## src/rtl/core/worst_fit_block_allocator_core_macros.svh

```systemverilog
// ----------------------------------------------------------------------------
// Worst-fit allocator assertion macros
// Shared assertion shorthands for the allocator core. Each macro samples on
// the rising edge of clk and is switched off while rst_n is low.
// ----------------------------------------------------------------------------
`ifndef WORST_FIT_BLOCK_ALLOCATOR_CORE_MACROS_SVH
`define WORST_FIT_BLOCK_ALLOCATOR_CORE_MACROS_SVH

// The consequent must hold in the same cycle as the antecedent.
`define WFBA_ASSERT_SAME(lbl, ante, cons, msg) \
    lbl: assert property (@(posedge clk) disable iff (!rst_n) (ante) |-> (cons)) \
        else $error(msg);

// The consequent must hold in the cycle after the antecedent.
`define WFBA_ASSERT_NEXT(lbl, ante, cons, msg) \
    lbl: assert property (@(posedge clk) disable iff (!rst_n) (ante) |=> (cons)) \
        else $error(msg);

`endif

```

## src/rtl/core/wfba_pkg.sv

```systemverilog
// ----------------------------------------------------------------------------
// Worst-fit allocator package
// Fixed field widths, operation and status codes, and the control bundle
// shared by the allocator modules.
// ----------------------------------------------------------------------------
`timescale 1ns / 1ps

package wfba_pkg;

    // Fixed widths of the external fields.
    localparam int FUNC_W    = 1;
    localparam int IDX_IN_W  = 5;
    localparam int SIZE_IN_W = 16;
    localparam int STATUS_W  = 2;
    localparam int CHOSEN_W  = 5;
    localparam int LEFT_W    = 16;
    localparam int CFG_W     = 6;

    // Reset value of the block count register.
    localparam logic [CFG_W-1:0] CFG_RESET = 6'd32;

    // Request function codes on the input.
    localparam logic [FUNC_W-1:0] FUNC_LOAD  = 1'b0;
    localparam logic [FUNC_W-1:0] FUNC_ALLOC = 1'b1;

    // Classified operation codes carried through the queue.
    typedef logic [1:0] op_t;
    localparam op_t OP_LOAD  = 2'd0;
    localparam op_t OP_SKIP  = 2'd1;
    localparam op_t OP_ALLOC = 2'd2;
    localparam int  OP_W     = 2;

    // Result status codes.
    typedef logic [STATUS_W-1:0] status_t;
    localparam status_t ST_LOADED  = 2'd0;
    localparam status_t ST_GRANTED = 2'd1;
    localparam status_t ST_NOFIT   = 2'd2;

    // Reasons for the front end to hold off new requests.
    typedef struct packed {
        logic q_full;
        logic clearing;
    } hold_t;

endpackage

```

## src/rtl/core/worst_fit_block_allocator_core.sv

```systemverilog
// ----------------------------------------------------------------------------
// Worst-fit block allocator core
// Top level: front end, command queue and execution engine with the table.
// ----------------------------------------------------------------------------
// Usage:
// A request is taken on a rising edge with start high and busy low. With
// func low it loads size into table entry block_index and frees that entry;
// with func high it asks for a block of at least size and gets the free
// block with the largest leftover below the configured block count.
// Every request yields one result: done is high for exactly one cycle with
// status, chosen_block and leftover. The receiver cannot stall results.
// The table scan reads one entry per cycle through one read port. The
// engine starts the next request only after a result, so it takes no
// new request from the queue before the last one is answered.
// A two-entry queue takes further requests while the engine works; busy
// rises when it is full. cfg_we writes cfg_data to the block count; the
// user must write it only while the block is idle, which the block itself
// does not enforce. After reset the used marks are cleared by a pass over
// all NUM_BLOCKS entries during which busy is high; the count resets to 32.
// ----------------------------------------------------------------------------
`timescale 1ns / 1ps

`include "worst_fit_block_allocator_core_macros.svh"

module worst_fit_block_allocator_core #(
    parameter int NUM_BLOCKS = 32,
    parameter int SIZE_BITS  = 16
) (
    input  logic                           clk,
    input  logic                           rst_n,
    input  logic                           start,
    output logic                           busy,
    input  logic [wfba_pkg::FUNC_W-1:0]    func,
    input  logic [wfba_pkg::IDX_IN_W-1:0]  block_index,
    input  logic [wfba_pkg::SIZE_IN_W-1:0] size,
    input  logic                           cfg_we,
    input  logic [wfba_pkg::CFG_W-1:0]     cfg_data,
    output logic                           done,
    output logic [wfba_pkg::STATUS_W-1:0]  status,
    output logic [wfba_pkg::CHOSEN_W-1:0]  chosen_block,
    output logic [wfba_pkg::LEFT_W-1:0]    leftover
);
    import wfba_pkg::*;

    localparam int IDX_W = (NUM_BLOCKS > 1) ? $clog2(NUM_BLOCKS) : 1;
    localparam int QW    = OP_W + IDX_W + SIZE_BITS;

    hold_t         hold;
    logic          push;
    logic [QW-1:0] push_data;
    logic [QW-1:0] q_rdata;
    logic          q_full;
    logic          q_empty;
    logic          q_pop;
    logic          clearing;
    logic          no_grant;
    logic          fields_zero;

    assign hold.q_full   = q_full;
    assign hold.clearing = clearing;

    // Request intake and classification.
    wfba_front #(
        .NUM_BLOCKS (NUM_BLOCKS),
        .SIZE_BITS  (SIZE_BITS),
        .IDX_W      (IDX_W),
        .QW         (QW)
    ) u_front (
        .start       (start),
        .func        (func),
        .block_index (block_index),
        .size        (size),
        .hold        (hold),
        .busy        (busy),
        .push        (push),
        .push_data   (push_data)
    );

    // Command queue between intake and execution.
    wfba_queue #(
        .WIDTH (QW)
    ) u_queue (
        .clk       (clk),
        .rst_n     (rst_n),
        .push      (push),
        .push_data (push_data),
        .pop       (q_pop),
        .rdata     (q_rdata),
        .full      (q_full),
        .empty     (q_empty)
    );

    // Table, clearing pass and worst-fit scan.
    wfba_back #(
        .NUM_BLOCKS (NUM_BLOCKS),
        .SIZE_BITS  (SIZE_BITS),
        .IDX_W      (IDX_W),
        .QW         (QW)
    ) u_back (
        .clk          (clk),
        .rst_n        (rst_n),
        .cfg_we       (cfg_we),
        .cfg_data     (cfg_data),
        .q_rdata      (q_rdata),
        .q_empty      (q_empty),
        .q_pop        (q_pop),
        .clearing     (clearing),
        .done         (done),
        .status       (status),
        .chosen_block (chosen_block),
        .leftover     (leftover)
    );

    // Result without a grant, and result fields that are both clear.
    assign no_grant    = done && (status != ST_GRANTED);
    assign fields_zero = (chosen_block == '0) && (leftover == '0);

    // Requests are refused for the whole clearing pass.
    `WFBA_ASSERT_SAME(a_clear_holds_off, clearing, busy, "request possible while clearing")
    // The engine returns to idle between results, so strobes never abut.
    `WFBA_ASSERT_NEXT(a_done_single, done, !done, "result strobe longer than one cycle")
    // Only a grant carries an index and a leftover.
    `WFBA_ASSERT_SAME(a_idle_fields_zero, no_grant, fields_zero, "nonzero fields without a grant")
    // The engine only takes commands that the queue holds.
    `WFBA_ASSERT_SAME(a_pop_nonempty, q_pop, !q_empty, "pop from an empty queue")

endmodule

```

## src/rtl/core/wfba_front.sv

```systemverilog
// ----------------------------------------------------------------------------
// Worst-fit allocator front end
// Accepts requests, classifies them into load, ignored load or allocation,
// trims the fields to table widths and pushes them into the command queue.
// ----------------------------------------------------------------------------
`timescale 1ns / 1ps

module wfba_front #(
    parameter int NUM_BLOCKS = 32,
    parameter int SIZE_BITS  = 16,
    parameter int IDX_W      = 5,
    parameter int QW         = 23
) (
    input  logic                         start,
    input  logic [wfba_pkg::FUNC_W-1:0]    func,
    input  logic [wfba_pkg::IDX_IN_W-1:0]  block_index,
    input  logic [wfba_pkg::SIZE_IN_W-1:0] size,
    input  wfba_pkg::hold_t              hold,
    output logic                         busy,
    output logic                         push,
    output logic [QW-1:0]                push_data
);
    import wfba_pkg::*;

    logic [31:0]          idx_wide;
    logic [31:0]          size_wide;
    logic                 in_table;
    op_t                  op;
    logic [IDX_W-1:0]     cmd_idx;
    logic [SIZE_BITS-1:0] cmd_size;

    // Hold off requests while the queue is full or the table is being cleared.
    assign busy = hold.q_full | hold.clearing;
    assign push = start & ~busy;

    // Bring the fields to the table's index and size widths.
    assign idx_wide  = 32'(block_index);
    assign size_wide = 32'(size);
    assign cmd_idx   = idx_wide[IDX_W-1:0];
    assign cmd_size  = size_wide[SIZE_BITS-1:0];
    assign in_table  = (idx_wide < 32'(NUM_BLOCKS));

    // Classify the request.
    always_comb
    begin
        if (func == FUNC_ALLOC)
        begin
            op = OP_ALLOC;
        end
        else if (in_table)
        begin
            op = OP_LOAD;
        end
        else
        begin
            op = OP_SKIP;
        end
    end

    assign push_data = {op, cmd_idx, cmd_size};

endmodule

```

## src/rtl/core/wfba_queue.sv

```systemverilog
// ----------------------------------------------------------------------------
// Worst-fit allocator command queue
// Two-entry FIFO between the front end and the execution engine, so that
// a request can be taken while the engine is still scanning.
// ----------------------------------------------------------------------------
`timescale 1ns / 1ps

module wfba_queue #(
    parameter int WIDTH = 23
) (
    input  logic             clk,
    input  logic             rst_n,
    input  logic             push,
    input  logic [WIDTH-1:0] push_data,
    input  logic             pop,
    output logic [WIDTH-1:0] rdata,
    output logic             full,
    output logic             empty
);
    import wfba_pkg::*;

    logic [WIDTH-1:0] entry_reg [2];
    logic             wptr_reg;
    logic             wptr_next;
    logic             rptr_reg;
    logic             rptr_next;
    logic [1:0]       cnt_reg;
    logic [1:0]       cnt_next;
    logic             do_push;
    logic             do_pop;

    assign full    = (cnt_reg == 2'd2);
    assign empty   = (cnt_reg == 2'd0);
    assign do_push = push & ~full;
    assign do_pop  = pop & ~empty;
    assign rdata   = entry_reg[rptr_reg];

    // Pointer and occupancy update.
    always_comb
    begin
        wptr_next = do_push ? ~wptr_reg : wptr_reg;
        rptr_next = do_pop ? ~rptr_reg : rptr_reg;
        cnt_next  = cnt_reg;
        if (do_push && !do_pop)
        begin
            cnt_next = cnt_reg + 2'd1;
        end
        else if (do_pop && !do_push)
        begin
            cnt_next = cnt_reg - 2'd1;
        end
    end

    always_ff @(posedge clk or negedge rst_n)
    begin
        if (!rst_n)
        begin
            wptr_reg <= 1'b0;
            rptr_reg <= 1'b0;
            cnt_reg  <= 2'd0;
        end
        else
        begin
            wptr_reg <= wptr_next;
            rptr_reg <= rptr_next;
            cnt_reg  <= cnt_next;
        end
    end

    // Entry storage carries payload only.
    always_ff @(posedge clk)
    begin
        if (do_push)
        begin
            entry_reg[wptr_reg] <= push_data;
        end
    end

endmodule

```

## src/rtl/core/wfba_back.sv

```systemverilog
// ----------------------------------------------------------------------------
// Worst-fit allocator execution engine
// Holds the block table, clears the used marks after reset, executes loads
// and scans the table one entry per cycle to find the worst fit.
// ----------------------------------------------------------------------------
`timescale 1ns / 1ps

module wfba_back #(
    parameter int NUM_BLOCKS = 32,
    parameter int SIZE_BITS  = 16,
    parameter int IDX_W      = 5,
    parameter int QW         = 23
) (
    input  logic                          clk,
    input  logic                          rst_n,
    input  logic                          cfg_we,
    input  logic [wfba_pkg::CFG_W-1:0]    cfg_data,
    input  logic [QW-1:0]                 q_rdata,
    input  logic                          q_empty,
    output logic                          q_pop,
    output logic                          clearing,
    output logic                          done,
    output logic [wfba_pkg::STATUS_W-1:0] status,
    output logic [wfba_pkg::CHOSEN_W-1:0] chosen_block,
    output logic [wfba_pkg::LEFT_W-1:0]   leftover
);
    import wfba_pkg::*;

    localparam int CNT_W = $clog2(NUM_BLOCKS + 1);
    localparam int LIM_W = (CNT_W > CFG_W) ? CNT_W : CFG_W;
    localparam int MEM_W = SIZE_BITS + 1;

    localparam logic [2:0] S_CLEAR    = 3'd0;
    localparam logic [2:0] S_IDLE     = 3'd1;
    localparam logic [2:0] S_DISPATCH = 3'd2;
    localparam logic [2:0] S_SCAN     = 3'd3;
    localparam logic [2:0] S_WAIT     = 3'd4;
    localparam logic [2:0] S_FINISH   = 3'd5;

    localparam logic [IDX_W-1:0] LAST_IDX = IDX_W'(NUM_BLOCKS - 1);

    // Table entry: used mark on top of the block size.
    logic [MEM_W-1:0]     mem [NUM_BLOCKS];
    logic [MEM_W-1:0]     rd_reg;
    logic                 rd_en;
    logic                 mem_we;
    logic [IDX_W-1:0]     mem_waddr;
    logic [MEM_W-1:0]     mem_wdata;

    logic [2:0]           state_reg, state_next;
    logic [CFG_W-1:0]     bin_reg, bin_next;
    logic [IDX_W-1:0]     clr_reg, clr_next;
    logic [IDX_W-1:0]     addr_reg, addr_next;
    op_t                  op_reg, op_next;
    logic [IDX_W-1:0]     idx_reg, idx_next;
    logic [SIZE_BITS-1:0] req_reg, req_next;
    logic                 cmp_valid_reg, cmp_valid_next;
    logic [IDX_W-1:0]     cmp_idx_reg, cmp_idx_next;
    logic                 found_reg, found_next;
    logic [IDX_W-1:0]     best_idx_reg, best_idx_next;
    logic [SIZE_BITS-1:0] best_left_reg, best_left_next;
    logic [SIZE_BITS-1:0] best_size_reg, best_size_next;
    logic                 done_reg, done_next;
    status_t              status_reg, status_next;
    logic [CHOSEN_W-1:0]  chosen_reg, chosen_next;
    logic [LEFT_W-1:0]    left_reg, left_next;

    op_t                  q_op;
    logic [IDX_W-1:0]     q_idx;
    logic [SIZE_BITS-1:0] q_size;
    logic [LIM_W-1:0]     cfg_wide;
    logic [LIM_W-1:0]     lim_wide;
    logic                 scan_last;
    logic                 cand_used;
    logic [SIZE_BITS-1:0] cand_size;
    logic [SIZE_BITS-1:0] cand_left;
    logic                 cand_better;
    logic [31:0]          chosen_wide;
    logic [31:0]          left_wide;

    assign clearing     = (state_reg == S_CLEAR);
    assign done         = done_reg;
    assign status       = status_reg;
    assign chosen_block = chosen_reg;
    assign leftover     = left_reg;

    // Unpack the queued command.
    assign q_op   = q_rdata[QW-1 -: OP_W];
    assign q_idx  = q_rdata[SIZE_BITS +: IDX_W];
    assign q_size = q_rdata[SIZE_BITS-1:0];

    // Effective block count, saturated to the table depth.
    assign cfg_wide  = LIM_W'(bin_reg);
    assign lim_wide  = (cfg_wide > LIM_W'(NUM_BLOCKS)) ? LIM_W'(NUM_BLOCKS) : cfg_wide;
    assign scan_last = (LIM_W'(addr_reg) == (lim_wide - LIM_W'(1)));

    // Compare stage on the registered table read.
    assign cand_used   = rd_reg[SIZE_BITS];
    assign cand_size   = rd_reg[SIZE_BITS-1:0];
    assign cand_left   = cand_size - req_reg;
    assign cand_better = cmp_valid_reg && !cand_used && (cand_size >= req_reg) &&
                         (!found_reg || (cand_left > best_left_reg));

    assign chosen_wide = 32'(best_idx_reg);
    assign left_wide   = 32'(best_left_reg);

    // Engine sequencer.
    always_comb
    begin
        state_next     = state_reg;
        bin_next       = cfg_we ? cfg_data : bin_reg;
        clr_next       = clr_reg;
        addr_next      = addr_reg;
        op_next        = op_reg;
        idx_next       = idx_reg;
        req_next       = req_reg;
        cmp_valid_next = (state_reg == S_SCAN);
        cmp_idx_next   = addr_reg;
        found_next     = found_reg;
        best_idx_next  = best_idx_reg;
        best_left_next = best_left_reg;
        best_size_next = best_size_reg;
        done_next      = 1'b0;
        status_next    = status_reg;
        chosen_next    = chosen_reg;
        left_next      = left_reg;
        q_pop          = 1'b0;
        rd_en          = 1'b0;
        mem_we         = 1'b0;
        mem_waddr      = idx_reg;
        mem_wdata      = '0;

        // Keep the best candidate seen so far.
        if (cand_better)
        begin
            found_next     = 1'b1;
            best_idx_next  = cmp_idx_reg;
            best_left_next = cand_left;
            best_size_next = cand_size;
        end

        unique case (state_reg)
            S_CLEAR:
            begin
                mem_we    = 1'b1;
                mem_waddr = clr_reg;
                mem_wdata = '0;
                if (clr_reg == LAST_IDX)
                begin
                    state_next = S_IDLE;
                end
                else
                begin
                    clr_next = clr_reg + IDX_W'(1);
                end
            end
            S_IDLE:
            begin
                if (!q_empty)
                begin
                    q_pop      = 1'b1;
                    op_next    = q_op;
                    idx_next   = q_idx;
                    req_next   = q_size;
                    state_next = S_DISPATCH;
                end
            end
            S_DISPATCH:
            begin
                chosen_next = '0;
                left_next   = '0;
                unique case (op_reg)
                    OP_LOAD:
                    begin
                        mem_we      = 1'b1;
                        mem_waddr   = idx_reg;
                        mem_wdata   = {1'b0, req_reg};
                        done_next   = 1'b1;
                        status_next = ST_LOADED;
                        state_next  = S_IDLE;
                    end
                    OP_ALLOC:
                    begin
                        if (lim_wide == '0)
                        begin
                            done_next   = 1'b1;
                            status_next = ST_NOFIT;
                            state_next  = S_IDLE;
                        end
                        else
                        begin
                            addr_next  = '0;
                            found_next = 1'b0;
                            state_next = S_SCAN;
                        end
                    end
                    default:
                    begin
                        // A load outside the table only answers.
                        done_next   = 1'b1;
                        status_next = ST_LOADED;
                        state_next  = S_IDLE;
                    end
                endcase
            end
            S_SCAN:
            begin
                rd_en = 1'b1;
                if (scan_last)
                begin
                    state_next = S_WAIT;
                end
                else
                begin
                    addr_next = addr_reg + IDX_W'(1);
                end
            end
            S_WAIT:
            begin
                state_next = S_FINISH;
            end
            S_FINISH:
            begin
                done_next  = 1'b1;
                state_next = S_IDLE;
                if (found_reg)
                begin
                    mem_we      = 1'b1;
                    mem_waddr   = best_idx_reg;
                    mem_wdata   = {1'b1, best_size_reg};
                    status_next = ST_GRANTED;
                    chosen_next = chosen_wide[CHOSEN_W-1:0];
                    left_next   = left_wide[LEFT_W-1:0];
                end
                else
                begin
                    status_next = ST_NOFIT;
                    chosen_next = '0;
                    left_next   = '0;
                end
            end
            default:
            begin
                state_next = S_IDLE;
            end
        endcase
    end

    always_ff @(posedge clk or negedge rst_n)
    begin
        if (!rst_n)
        begin
            state_reg     <= S_CLEAR;
            bin_reg       <= CFG_RESET;
            clr_reg       <= '0;
            addr_reg      <= '0;
            op_reg        <= OP_SKIP;
            cmp_valid_reg <= 1'b0;
            found_reg     <= 1'b0;
            done_reg      <= 1'b0;
            status_reg    <= ST_LOADED;
            chosen_reg    <= '0;
            left_reg      <= '0;
        end
        else
        begin
            state_reg     <= state_next;
            bin_reg       <= bin_next;
            clr_reg       <= clr_next;
            addr_reg      <= addr_next;
            op_reg        <= op_next;
            cmp_valid_reg <= cmp_valid_next;
            found_reg     <= found_next;
            done_reg      <= done_next;
            status_reg    <= status_next;
            chosen_reg    <= chosen_next;
            left_reg      <= left_next;
        end
    end

    // Payload registers of the command and the scan.
    always_ff @(posedge clk)
    begin
        idx_reg       <= idx_next;
        req_reg       <= req_next;
        cmp_idx_reg   <= cmp_idx_next;
        best_idx_reg  <= best_idx_next;
        best_left_reg <= best_left_next;
        best_size_reg <= best_size_next;
    end

    // Block table: one write port, one registered read port.
    always_ff @(posedge clk)
    begin
        if (mem_we)
        begin
            mem[mem_waddr] <= mem_wdata;
        end
    end

    always_ff @(posedge clk)
    begin
        if (rd_en)
        begin
            rd_reg <= mem[addr_reg];
        end
    end

endmodule

```

## config.mk

```make
export PLATFORM = sky130hd
export DESIGN_NAME = worst_fit_block_allocator_core
export DESIGN_NICKNAME = d
export VERILOG_FILES = /design/src/rtl/core/wfba_pkg.sv /design/src/rtl/core/worst_fit_block_allocator_core.sv /design/src/rtl/core/wfba_front.sv /design/src/rtl/core/wfba_queue.sv /design/src/rtl/core/wfba_back.sv
export VERILOG_INCLUDE_DIRS = /design/src /design/src/rtl/core
export SDC_FILE = /design/constraint.sdc
export NUM_CORES = 1
export LEC_CHECK = 0
export ABC_CLOCK_PERIOD_IN_PS = 5350
export BUFFER_PORTS_ARGS = -buffer_cell sky130_fd_sc_hd__buf_2
export CORE_ASPECT_RATIO = 0.6
export CORE_MARGIN = 2
export CORE_UTILIZATION = 40
export CTS_CLUSTER_SIZE = 30
export DETAILED_ROUTE_END_ITERATION = 8
export REMOVE_ABC_BUFFERS = 1
export SLEW_MARGIN = 0
export SYNTH_ARGS = -nofsm -noshare
export SYNTH_HDL_FRONTEND = slang
export SYNTH_SLANG_ARGS = --single-unit
```

## constraint.sdc

```tcl
create_clock -name clk -period 5.35 [get_ports clk]
set_input_delay 1.07 -clock clk [delete_from_list [all_inputs] [get_ports clk]]
set_output_delay 1.07 -clock clk [all_outputs]
set_load 0.1 [all_outputs]
```

==> key figures <==
Clock network
  • Max H-tree Level: 2
  • CTS Root Buffer Type: sky130_fd_sc_hd__clkbuf_16
  • CTS tree: yes
  • Number of clock sinks: 719
  • Clock Latency Late Sink: 630 ps
  • Post-CTS repair timing setup buffer count: 0
  • Hold buffers post-CTS: 0
  • Maximum number of buffers from clock root to sink: 3
  • Cts bufs inserted: 60
  • Clock transition at path regs: roughly 70 ps
  • Cells resized by post-CTS repair: 0

STA
  • Final critical-path setup slack: ~900 ps
  • Time the worst path needs with I/O delays and setup: 4450 ps
  • Endpoints failing setup: 0
  • Hold Fails Final Rpt: 0
  • Setup repair after global routing missed its margin: false
  • Post-Route Setup TNS: 0 ps
  • Clock Skews: 30.3 ps
  • Slew of the pin with the lowest slew margin: 1280 ps
  • Relative slew slack: 0.150
  • Max Transition Viols Final: 0
  • Fmax achieved: 225 MHz
  • Fin crit share: 0.832

Worst setup path
  • Startpoint of the worst-slack reg-to-reg timing path: u_back.req_reg[0]
  • Critical R2R Capture: u_back.best_size_reg[7]
  • Kind of cell adding the most delay to the critical path: compound AO/OA/AOI/OAI gates
  • Slowest cell on crit path: sky130_fd_sc_hd__a21oi_4
  • Cell chain of the critical path: ha_1, fa_1, nor2b_1, o21ai_0, a21oi_1, o21ai_0, o311ai_0, ha_1, nand4_1, or2_2, nor3_1, nor2_1, o31ai_1, a21oi_4, buf_12
  • Worst Path Arrival: 4780 ps
  • Register-to-Register Setup Slack: ~900 ps
  • Crit path max fanout: 22
  • Nature of the critical path startpoint: flop
  • Worst setup path class: reg2reg
  • Data required, critical path: 5680 ps
  • Critical path capture point type: flop
  • Largest incremental delay on the critical path: between 500 and 600 ps
  • Count of buffering cells on the critical path with inverters included: 1
  • Worst R2R Path Depth: 15

Detailed routing
  • First-pass DRT Iterations: 6
  • Via count: 14,000
  • Number of remaining DRC errors: 0
  • Detail Route Antenna Nets: 0
  • Total detailed-routing wirelength: 63,400 um
  • Per-cell routed wire length: roughly 25 um
  • Post-DR vias/cell: 5.62
  • DRC violation total after the first TritonRoute iteration: approximately 1,600

Min path
  • Path class of the lowest-slack min-delay path: reg2reg
  • Launch point of the worst hold path: u_back.cmp_idx_reg[4]
  • Number of stages on the worst hold path: 0
  • Worst hold path endpoint: u_back.best_idx_reg[4]

Die
  • Top Ports: between 50 and 60
  • Initial core utilization: 0.406
  • Area enclosed by the die boundary: 0.0734 mm2
  • Core Box Area: 0.0701 mm2
  • Chip Height: 211 um
  • Die width: around 350 um
  • Total number of placement rows: 75

GRT
  • Maximum number of pins on one net before global-route repair: 58
  • Remaining global-route overflow: 0
  • Global-route wire length before repair: just over 90,000 um
  • Initial antenna violation count: 0
  • Total GRT Usage: 0.173
  • Vias in the first global route: about 14,000

Synthesis
  • Combinational family with the most area after synthesis: multiplexers
  • Yosys synthesis warning count: 0
  • Sequential fraction of the synthesis area: 0.748
  • Synth async-reset ratio: 0.0709
  • Count of cell types in the netlist: 58
  • Fraction of the mapped netlist area in simple logic gates: 0.0263
  • Number of enable-type register cells in the synthesized netlist: 663
  • Mux cell area share after synthesis: 0.153
  • Post-Synth Adder-Cell Area: 0.0170
  • Cells after synthesis: 1,398
  • Post-synthesis compound-gate area fraction: 0.0314
  • Post-Synth XOR/XNOR Area: 0.00770
  • Top flip-flop cell by instance count after synthesis: sky130_fd_sc_hd__edfxtp_1
  • Summed instance area of the synthesized netlist: 0.0285 mm2
  • Mean instance size in the synthesized netlist: 20.4 um2
  • Post-synthesis register bit count: 719

Cells and area
  • Final net count: between 1,500 and 2,000
  • Flip-flop count of the largest register after layout: roughly 540
  • Area grow syn2layout: 13.3%
  • Fraction of the core area covered by cells at the end of the flow: 0.460
  • Antenna cells: 0
  • Multi-input gate area: 0.00686 mm2
  • # fillers: just under 6,000
  • Area occupied by registers: between 0.02 and 0.025 mm2
  • Share of final-layout standard cells stronger than drive strength 1: 0.304
  • Post-route standard cell area excluding fillers: 0.0322 mm2

Run status
  • Status: finished clean

Placement
  • HPWL after DPL: 40,500 um
  • RePlAce Congestion: 0.891
  • Quantity of I/O buffers inserted on ports: 56
  • Post-placement setup slack: 942 ps
  • Placed Area: 0.0303 mm2

Power and ir drop
  • Maximum resistive drop on vdd: 330 uV
  • Lkg Pwr: approximately 11 nW
  • Power per cell area: 523 mW/mm2

Run
  • Number of violations of the max-capacitance limit: 0
## per-layer routing
layer  vias up  global-route usage  routed length [um]
li1       5955                   -                   -
met1      7424               0.288               31200
met2       566               0.232               26100
met3        70              0.0369                5130
met4         0              0.0337                1020
met5         -                   0                   0
## synth_stat cells, types with 9 or more instances
cell	n	area, um2
sky130_fd_sc_hd__edfxtp_1	663	19900
sky130_fd_sc_hd__mux4_2	170	3830
sky130_fd_sc_hd__nand2_1	53	199
sky130_fd_sc_hd__inv_1	50	188
sky130_fd_sc_hd__dfrtp_1	49	1230
sky130_fd_sc_hd__nor2_1	49	184
sky130_fd_sc_hd__mux2_2	46	518
sky130_fd_sc_hd__ha_1	37	463
sky130_fd_sc_hd__clkbuf_1	33	124
sky130_fd_sc_hd__o21ai_0	28	140
sky130_fd_sc_hd__a21oi_1	26	130
sky130_fd_sc_hd__a22o_1	23	201
sky130_fd_sc_hd__xnor2_1	17	149
sky130_fd_sc_hd__a21o_1	12	90.1
sky130_fd_sc_hd__buf_4	9	67.6
## kinds of logic (layout without fill, tap and decap cells)
| kind of cell | Yosys count | in the layout |
|---|---|---|
| AO/OA/AOI/OAI | 131 | 131 |
| XOR/XNOR | 25 | 25 |
| adder cells (fa/ha/maj) | 38 | 38 |
| buffers and inverters | 107 | 280 |
| flip-flops | 719 | 719 |
| multiplexers | 218 | 218 |
| AND/OR/NAND/NOR | 160 | 160 |
## per-stage QoR
stage / cells / total power (W) / hold slack [ps]
after floorplan: 1341 / 0.0112 / 386
after global placement: 2386 / 0.0125 / 388
after detailed placement: 2386 / 0.0126 / 391
after CTS: 2495 / 0.0170 / 396
after global routing: 2495 / 0.0176 / 401
final: 2495 / 0.0168 / 396
## worst max path at each step
stage | start | end | slack (ps) | cells past startpoint
after floorplan | u_back.addr_reg[0] | u_back.rd_reg[0] | -1610 | 3
after global placement | u_back.req_reg[0] | u_back.best_size_reg[6] | 1160 | 14
after detailed placement | u_back.req_reg[0] | u_back.best_left_reg[14] | 940 | 14
after CTS | u_back.req_reg[0] | u_back.best_left_reg[2] | 940 | 14
after global routing | u_back.req_reg[0] | u_back.best_left_reg[2] | 620 | 15
final | u_back.req_reg[0] | u_back.best_size_reg[7] | 900 | 15
## area by class of cell
class	count	share of cell area
multi-input combinational	572	0.213
tap	924	0.0359
clock inverter	32	0.0104
sequential	719	0.661
timing repair buffer	121	0.0246
clock buffer	77	0.0499
inverter	50	0.00582
## placed cells by master, fill, tap and decap left out, types with 4 or more instances in the layout
cell type,instances
sky130_fd_sc_hd__edfxtp_1,663
sky130_fd_sc_hd__mux4_2,170
sky130_fd_sc_hd__buf_4,63
sky130_fd_sc_hd__clkbuf_16,62
sky130_fd_sc_hd__buf_2,56
sky130_fd_sc_hd__nand2_1,53
sky130_fd_sc_hd__inv_1,50
sky130_fd_sc_hd__mux2_2,46
sky130_fd_sc_hd__dfrtp_1,45
sky130_fd_sc_hd__ha_1,37
sky130_fd_sc_hd__nor2_2,34
sky130_fd_sc_hd__a21oi_1,24
sky130_fd_sc_hd__a22o_1,23
sky130_fd_sc_hd__xnor2_1,17
sky130_fd_sc_hd__nor2_1,15
sky130_fd_sc_hd__clkbuf_1,15
sky130_fd_sc_hd__o21ai_2,13
sky130_fd_sc_hd__o21ai_0,13
sky130_fd_sc_hd__clkinv_1,13
sky130_fd_sc_hd__a21o_1,12
sky130_fd_sc_hd__clkinv_2,9
sky130_fd_sc_hd__nor2b_1,8
sky130_fd_sc_hd__xor2_1,8
sky130_fd_sc_hd__nand3_1,8
sky130_fd_sc_hd__nand4_1,8
sky130_fd_sc_hd__o21a_1,7
sky130_fd_sc_hd__bufinv_16,7
sky130_fd_sc_hd__nor3_1,6
sky130_fd_sc_hd__and2_1,6
sky130_fd_sc_hd__and3_1,5
sky130_fd_sc_hd__dfxtp_1,5
sky130_fd_sc_hd__o21ai_1,4
sky130_fd_sc_hd__o21bai_1,4
sky130_fd_sc_hd__nor4_1,4
## power by group
part	leakage, nW	internal, W	total (W)	switching (W)
logic	3.03	0.00219	0.00497	0.00277
clock network	0.943	0.00245	0.00442	0.00197
registers	6.58	0.00699	0.00746	0.000461
Power figures use the tool's default switching activity.
